--- src/sv/nnl_pkg.sv ---
// Package: shared constants, types and codes of the nearest-neighbor lookup.
`timescale 1ns / 1ps
`default_nettype none
package nnl_pkg;

    localparam int DEF_MAX_ROWS    = 256;
    localparam int DEF_MAX_INPUTS  = 4;
    localparam int DEF_MAX_OUTPUTS = 16;

    localparam int VAL_W  = 32;       // Q16.16 word
    localparam int QW     = 24;       // normalized difference, unsigned Q8.16
    localparam int CNT_W  = $clog2(QW + 1);
    localparam logic [QW-1:0] Q_SAT = {QW{1'b1}};

    // input and output item widths
    localparam int IN_TDATA_W  = 48;
    localparam int OUT_TDATA_W = 48;

    // config register indexes
    localparam int CFG_IDX_W = 2;
    localparam logic [CFG_IDX_W-1:0] CFG_NUM_INPUTS  = 2'd0;
    localparam logic [CFG_IDX_W-1:0] CFG_NUM_OUTPUTS = 2'd1;
    localparam logic [CFG_IDX_W-1:0] CFG_NUM_ROWS    = 2'd2;

    // opcodes carried in tuser
    localparam logic OP_WRITE = 1'b0;
    localparam logic OP_QUERY = 1'b1;

    typedef enum logic [3:0] {
        S_IDLE,
        S_RNG_RD,
        S_RNG_UPD,
        S_DST_RD,
        S_DST_SET,
        S_DIV,
        S_ACC,
        S_ROW_END,
        S_OUT_BASE,
        S_OUT_RD,
        S_OUT_LD,
        S_OUT_WAIT
    } t_state;

    typedef struct packed {
        logic             start;
        logic [VAL_W-1:0] dividend;   // |row - query|
        logic [VAL_W-1:0] divisor;    // column range, nonzero
    } t_div_req;

    typedef struct packed {
        logic          done;
        logic [QW-1:0] quot;
    } t_div_rsp;

endpackage
`default_nettype wire

--- src/sv/nnl_div.sv ---
// Shared divider: floor(a * 2^16 / r) saturated, one quotient bit per cycle.
`timescale 1ns / 1ps
`default_nettype none
module nnl_div
    import nnl_pkg::*;
(
    input  wire logic     i_clk,
    input  wire logic     i_rst_n,
    input  wire t_div_req i_req,
    output t_div_rsp      o_rsp
);

    logic             r_busy;
    logic             r_done;
    logic [CNT_W-1:0] r_cnt;
    logic [VAL_W-1:0] r_rem;
    logic [VAL_W-1:0] r_div;
    logic [QW-1:0]    r_sh;     // dividend bits out at top, quotient bits in at bottom

    logic [VAL_W:0]   w_trial;
    logic [VAL_W:0]   w_sub;
    logic             w_ge;
    logic             w_sat;

    assign w_trial = {r_rem, r_sh[QW-1]};
    assign w_ge    = (w_trial >= {1'b0, r_div});
    assign w_sub   = w_trial - {1'b0, r_div};
    // quotient reaches 2^24 exactly when a >= r * 2^8
    assign w_sat   = ({8'h00, i_req.dividend} >= {i_req.divisor, 8'h00});

    always_ff @(posedge i_clk) begin
        if (!i_rst_n) begin
            r_busy <= 1'b0;
            r_done <= 1'b0;
        end else begin
            r_done <= 1'b0;
            if (i_req.start) begin
                r_busy <= !w_sat;
                r_done <= w_sat;
            end else if (r_busy && r_cnt == CNT_W'(1)) begin
                r_busy <= 1'b0;
                r_done <= 1'b1;
            end
        end
    end

    always_ff @(posedge i_clk) begin
        if (i_req.start) begin
            r_div <= i_req.divisor;
            r_cnt <= CNT_W'(QW);
            r_rem <= VAL_W'(i_req.dividend[VAL_W-1:8]);
            r_sh  <= w_sat ? Q_SAT : {i_req.dividend[7:0], 16'h0000};
        end else if (r_busy) begin
            r_rem <= w_ge ? w_sub[VAL_W-1:0] : w_trial[VAL_W-1:0];
            r_sh  <= {r_sh[QW-2:0], w_ge};
            r_cnt <= r_cnt - CNT_W'(1);
        end
    end

    assign o_rsp.done = r_done;
    assign o_rsp.quot = r_sh;

endmodule
`default_nettype wire

--- config.mk ---
export PLATFORM = sky130hd
export DESIGN_NAME = nnl_div
export DESIGN_NICKNAME = d
export VERILOG_FILES = /design/src/sv/nnl_pkg.sv /design/src/sv/nnl_div.sv
export SDC_FILE = /design/constraint.sdc
export NUM_CORES = 1
export LEC_CHECK = 0
export ABC_AREA = 0
export BUFFER_PORTS_ARGS = -buffer_cell sky130_fd_sc_hd__buf_4
export CAP_MARGIN = 30
export CORE_UTILIZATION = 50
export DETAILED_ROUTE_END_ITERATION = 8
export PLACE_DENSITY = 0.7
export SYNTH_ARGS = -nofsm -noshare
export SYNTH_HDL_FRONTEND = slang
export SYNTH_SLANG_ARGS = --single-unit
--- constraint.sdc ---
create_clock -name i_clk -period 3.3 [get_ports i_clk]
set_clock_uncertainty 0.15 [all_clocks]
set_input_delay 0.66 -clock i_clk [delete_from_list [all_inputs] [get_ports i_clk]]
set_output_delay 0.66 -clock i_clk [all_outputs]
set_load 0.1 [all_outputs]
==> results of run 1 <==
==> final cells by class <==
type                    count  area, µm²
clock buffers               9        225
clock inverters             7       86.3
flip-flops and latches     95       2700
repair buffers            117        916
inverters                  69        259
well taps                 168        210
fillers                  1080       4490
multi-input cells         480       3320
==> layout by cell type, fill, tap and decap left out, types with 12 or more instances in the layout <==
cell type,netlist,routed
nor3_1,18,17
xnor2_1,14,14
nand4_1,12,12
a21o_1,16,16
o21a_1,21,21
nor2_1,37,37
buf_4,1,114
inv_1,68,68
nor2b_1,13,12
edfxtp_1,80,80
ha_1,58,57
dfxtp_1,15,15
nand3_1,16,16
nand2_1,46,46
a21oi_1,55,53
o21ai_0,40,39
==> sequential cells by signal, summed over array words and instances, names as in the netlist <==
name	count
r_sh	24
r_done	1
r_rem	32
r_busy	1
r_cnt	5
r_div	32
==> metal layers <==
layer	vias to the layer above	GRT usage [%]
li1	2677	-
met1	2533	31.0
met2	152	41.5
met3	24	3.53
met4	0	10.2
met5	-	0
==> logic make-up after synthesis <==
kind of cell / count (synthesis) / share of synthesized area (%)
compound gates: 207 / 20.9
xor+xnor: 24 / 3.29
fa+ha+maj: 59 / 11.7
buf+inv: 101 / 6.15
flops: 95 / 42.3
mux: 6 / 0.940
simple gates: 184 / 14.7
==> worst paths after layout <==
kind         cells past startpoint  slack (ns)         to  startpoint
min reg2reg                      2        0.37   r_cnt[1]    r_cnt[1]
max reg2reg                      9        0.25  r_rem[28]   r_rem[16]
min                              1        0.34   r_div[5]    i_req[5]
max                              9        0.25  r_rem[28]   r_rem[16]
==> report_power, final <==
part | internal, W | total, W | switching (W)
combinational | 0.000465 | 0.00126 | 0.000794
sequential | 0.00143 | 0.00149 | 0.0000636
clock | 0.000543 | 0.00107 | 0.000523
total | 0.00244 | 0.00382 | 0.00138
==> Yosys cell counts (all sizes together), types with 13 or more instances <==
| cell type | count | area, µm² |
|---|---|---|
| nand3 | 16 | 80.1 |
| ha | 58 | 726 |
| nand2 | 47 | 179 |
| xnor2 | 14 | 123 |
| dfxtp | 15 | 300 |
| a21oi | 56 | 284 |
| o21ai | 43 | 215 |
| nor2 | 38 | 145 |
| edfxtp | 80 | 2400 |
| a21o | 16 | 120 |
| nor3 | 18 | 90.1 |
| inv | 68 | 255 |
| nand4 | 13 | 87.6 |
| o21a | 21 | 158 |
| nor2b | 13 | 81.3 |
| clkbuf | 22 | 82.6 |
==> through the flow <==
stage,instance area (µm²),power (W),TNS (ns),cells,util (%)
after floorplan,6410,0.00240,-0.567,676,-
after global placement,7410,0.00274,0,929,60.6
after detailed placement,7410,0.00276,0,929,60.6
after CTS,7720,0.00383,0,945,63.2
after global routing,7720,0.00399,0,945,63.2
final,7720,0.00382,0,945,63.2
==> metrics.md, run 1 <==
| Metric | Value |
|---|---|
| Status | completed |
| Clk sinks | 95 |
| Net count after synthesis | 802 |
| Die ar. | 13,200 µm² |
| Crit-path max cell delay | 0.53 ns |
| Die Wd | 115 µm |
| Initial DRC count | 370 |
| Area Overhead vs Synth | 20.9% |
| Worst VDD drop | 465 µV |
| Final WL | 15,100 µm |
| Ys async rst share | 0% |
| Leakage | 3.39 nW |
| Routed wl met2 | 7340 µm |
| Overflow after GRT | 0 |
| Layout net count | 898 |
| CTS Buffer Depth | 2 |
| Setup ws final | 0.250 ns |
| DRC | 0 |
| Hold Path Class | in2reg |
| Hold slack | 0.336 ns |
| I/O pin cnt | 92 |
| DR WL/cell | 16.0 µm |
| Number of buffers created by CTS | 9 |
| Max-cap violation count | 0 |
| Maximum number of pins on one net before global-route repair | 60 |
| Drt pass-1 iters | 7 |
| Nature of the critical path endpoint | register |
| Tmin final | 3.05 ns |
| Initial antenna violation count | 0 |
| Critical path class | reg2reg |
| Max-Slew Margin vs Limit | 46.2% |
| Seq cells post-synth | 95 |
| TritonCTS clock tree | done |
| GRT Util Overall | 24.3% |
| Seq/Total Area, Yosys | 42.3% |
| Clock slew at reported path FFs | 0.08 ns |
| Fraction of layout cells with a size suffix above 1 | 19.4% |
| Yosys warnings | 0 |
| Worst-path fanout max | 6 |
| Worst-margin pin slew | 0.805 ns |
| Top Layer Used | met4 |
| Core region area | 12,200 µm² |
| Worst Path Buf+Inv | 0 |
| # rows | 40 |
| First-pass GRT wire length | 25,000 µm |
| Final HPWL DP | 11,200 µm |
| Yosys cell types | 64 |
| CP Data Required Time | 3.44 ns |
| Post-route ant nets | 0 |
| ANT cells | 0 |
| Ys flop type | edfxtp_1 |
| Placer Congestion | 0.944 |
| Mean Syn Cell Area | 9.45 µm² |
| H-tree levels | 3 |
| Via/cell ratio | 5.70 |
| Setup WS pre-CTS | 0.197 ns |
| Root cell of the clock tree | clkbuf_16 |
| Crit path cell chain | ha_1 > nand2_1 > nor4_2 > nand3_1 > o31ai_2 > a21oi_4 > or3b_1 > or4_1 > o21ai_1 |
| Final period utilization | 92.4% |
| Post-synthesis cell area | 6390 µm² |
| Die Height | 115 µm |
| Startpoint types | register |
| WL met1 | 6810 µm |
| Max Freq | 0.328 GHz |
| Worst skew pair latency | 0.36 ns |
| Number of global-route vias before repair | 5,283 |
| Mapped Cells | 676 |
| DR WL met3 | 611 µm |
| Hold Buf Count CTS | 0 |
| Resize count post-CTS | 0 |
| Worst EP arrival | 3.19 ns |
| Final setup violation count | 0 |
| PortBufs | 91 |
| Via count | 5,386 |
| Slowest CP cell | or4_1 |
| Post-CTS setup buffer count | 0 |
| PwrDens | 495 nW/µm² |
| RSZ-0062 raised after global routing | no |
| Max-slew violations | 0 |
| Final Hold Vio Count | 0 |
| Critical path's top delay family | simple AND/OR/NAND/NOR gates |
| Number of flops mapped to enable cells by yosys | 80 |
| Initial Util | 52.3% |
Power figures use the tool's default switching activity.
==> inputs of run 2 (changes only) <==
--- a/config.mk
+++ b/config.mk
@@ -10,7 +10,8 @@
 export CAP_MARGIN = 30
 export CORE_UTILIZATION = 50
 export DETAILED_ROUTE_END_ITERATION = 8
-export PLACE_DENSITY = 0.7
+export PLACE_DENSITY = 0.75
+export RECOVER_POWER = 25
 export SYNTH_ARGS = -nofsm -noshare
 export SYNTH_HDL_FRONTEND = slang
 export SYNTH_SLANG_ARGS = --single-unit
==> metrics.md, run 2 (synthesized netlist as in run 1, its figures left out) <==
| Metric | Value |
|---|---|
| Status | completed (unchanged) |
| Worst skew pair latency | 0.34 ns (was 0.36 ns) |
| R2R Path End | r_rem[29] (was r_rem[28]) |
| Via/cell ratio | 5.78 (was 5.70) |
| Leakage | 3.33 nW (was 3.39 nW) |
| Commonest cells after routing, fill and taps aside | 84 x buf_4, 80 x edfxtp_1, 68 x inv_1 (was 114 x buf_4, 80 x edfxtp_1, 68 x inv_1) |
| GRT Util Overall | 24.1% (was 24.3%) |
| Crit-path max cell delay | 0.61 ns (was 0.53 ns) |
| Hold Path End | r_div[1] (was r_div[5]) |
| Hold slack | 0.370 ns (was 0.336 ns) |
| Root cell of the clock tree | clkbuf_16 (unchanged) |
| # rows | 40 (unchanged) |
| Fraction of layout cells with a size suffix above 1 | 17.8% (was 19.4%) |
| H-tree levels | 3 (unchanged) |
| Initial antenna violation count | 0 (unchanged) |
| Layout net count | 901 (was 898) |
| PortBufs | 91 (unchanged) |
| Final HPWL DP | 11,400 µm (was 11,200 µm) |
| Final setup violation count | 0 (unchanged) |
| TritonCTS clock tree | done (unchanged) |
| Number of global-route vias before repair | 5,305 (was 5,283) |
| Final period utilization | 97.0% (was 92.4%) |
| Maximum number of pins on one net before global-route repair | 60 (unchanged) |
| Max Freq | 0.313 GHz (was 0.328 GHz) |
| Die Wd | 115 µm (unchanged) |
| Critical path's top delay family | compound AO/OA/AOI/OAI gates (was simple AND/OR/NAND/NOR gates) |
| Critical path class | reg2reg (unchanged) |
| Max-cap violation count | 0 (unchanged) |
| Final Hold Vio Count | 0 (unchanged) |
| Area Overhead vs Synth | 20.0% (was 20.9%) |
| Worst-margin pin slew | 1.31 ns (was 0.805 ns) |
| Clk sinks | 95 (unchanged) |
| Worst EP arrival | 3.26 ns (was 3.19 ns) |
| Worst-path fanout max | 7 (was 6) |
| Clock slew at reported path FFs | 0.07 ns (was 0.08 ns) |
| PwrDens | 492 nW/µm² (was 495 nW/µm²) |
| RSZ-0062 raised after global routing | no (unchanged) |
| Min-Delay Path Depth | 1 (unchanged) |
| Commonest non-fill, non-tap cell in the layout | buf_4 (unchanged) |
| Worst VDD drop | 346 µV (was 465 µV) |
| Tmin final | 3.20 ns (was 3.05 ns) |
| Placer Congestion | 0.894 (was 0.944) |
| Routed wl met2 | 7570 µm (was 7340 µm) |
| R2R depth | 9 (unchanged) |
| Overflow after GRT | 0 (unchanged) |
| First-pass GRT wire length | 25,000 µm (about the same) |
| Top Layer Used | met4 (unchanged) |
| DRC | 0 (unchanged) |
| DR WL met3 | 868 µm (was 611 µm) |
| Critical path depth in cells | 9 (unchanged) |
| Top Registers | r_div (32), r_rem (32), r_sh (24) (unchanged) |
| Crit path cell chain | ha_1 > nand2_1 > a2111oi_2 > nor3_2 > o31ai_1 > a21boi_0 > o21ba_2 > xor2_1 > o221ai_1 (was ha_1 > nand2_1 > nor4_2 > nand3_1 > o31ai_2 > a21oi_4 > or3b_1 > or4_1 > o21ai_1) |
| Post-route ant nets | 0 (unchanged) |
| Layout Cells excl Fill | 948 (was 945) |
| Dpl cells | 932 (was 929) |
| Max-Slew Margin vs Limit | 12.4% (was 46.2%) |
| ANT cells | 0 (unchanged) |
| Slowest CP cell | o31ai_1 (was or4_1) |
| Max-slew violations | 0 (unchanged) |
| CP Data Required Time | 3.37 ns (was 3.44 ns) |
| WL met1 | 6620 µm (was 6810 µm) |
| Nature of the critical path endpoint | register (unchanged) |
| Drt pass-1 iters | 5 (was 7) |
| CTS Buffer Depth | 2 (unchanged) |
| R2r startpoint | r_rem[6] (was r_rem[16]) |
| Hold Path Class | in2reg (unchanged) |
| Final WL | 15,300 µm (was 15,100 µm) |
| Die Height | 115 µm (unchanged) |
| DR WL/cell | 16.1 µm (was 16.0 µm) |
| I/O pin cnt | 92 (unchanged) |
| Startpoint types | register (unchanged) |
| Hold Startpoint | i_req[1] (was i_req[5]) |
| Core region area | 12,200 µm² (unchanged) |
| Via count | 5,476 (was 5,386) |
| Initial Util | 52.3% (unchanged) |
| Number of buffers created by CTS | 9 (unchanged) |
| Final core utilization | 62.8% (was 63.2%) |
| Die ar. | 13,200 µm² (unchanged) |
| Initial DRC count | 464 (was 370) |
| Reg-to-reg setup timing slack | 0.10 ns (was 0.25 ns) |
| Worst Path Buf+Inv | 0 (unchanged) |
[run 2: how the worst max path moves through the flow]
| stage | from | end |
|---|---|---|
| 5_1_grt | r_rem[23] | r_rem[30] |
| 3_5_place_dp | i_req[1] | r_sh[17] |
| 4_1_cts | r_rem[23] | r_rem[30] |
| 2_1_floorplan | r_sh[23] | r_rem[30] |
| 6_report | r_rem[6] | r_rem[29] |
| 3_3_place_gp | i_req[1] | r_sh[17] |
[run 2: what timing repair did]
action                                  in CTS  in global routing
buffers inserted                             0                  0
gates resized for setup                      0                  1
hold buffers                                 0                  0
endpoints found under the setup margin       0                  1
endpoints found under the hold margin        0                  0
[run 2: stage by stage]
| step | instance area [µm²] | TNS [ns] | total power (W) | worst slack, ns |
|---|---|---|---|---|
| floorplan | 6410 | -0.567 | 0.00240 | -0.180 |
| global placement | 7430 | -2.23 | 0.00275 | -0.143 |
| detailed placement | 7430 | -2.13 | 0.00277 | -0.159 |
| CTS | 7720 | 0 | 0.00377 | 0.136 |
| global route | 7660 | 0 | 0.00395 | 0.00180 |
| finish | 7660 | 0 | 0.00377 | 0.100 |
[run 2: area by class of cell]
type / count / area (µm²)
Clock buffer: 9 / 225
Clock inverter: 7 / 62.6
Fill cell: 1022 / 4550
Inverter: 69 / 259
Multi-Input combinational cell: 480 / 3320
Sequential cell: 95 / 2700
Tap cell: 168 / 210
Timing Repair Buffer: 120 / 882
[run 2: per-layer routing]
metal,global-route usage (%),vias to the layer above
li1,-,2683
met1,30.9,2585
met2,41.8,190
met3,4.38,18
met4,6.58,0
met5,0,-
[run 2: power breakdown]
part	leakage (nW)	internal [W]	total [W]	switching (W)
registers	0.925	0.00143	0.00149	0.0000573
clock network	0.144	0.000529	0.00101	0.000481
logic	2.26	0.000463	0.00127	0.000811
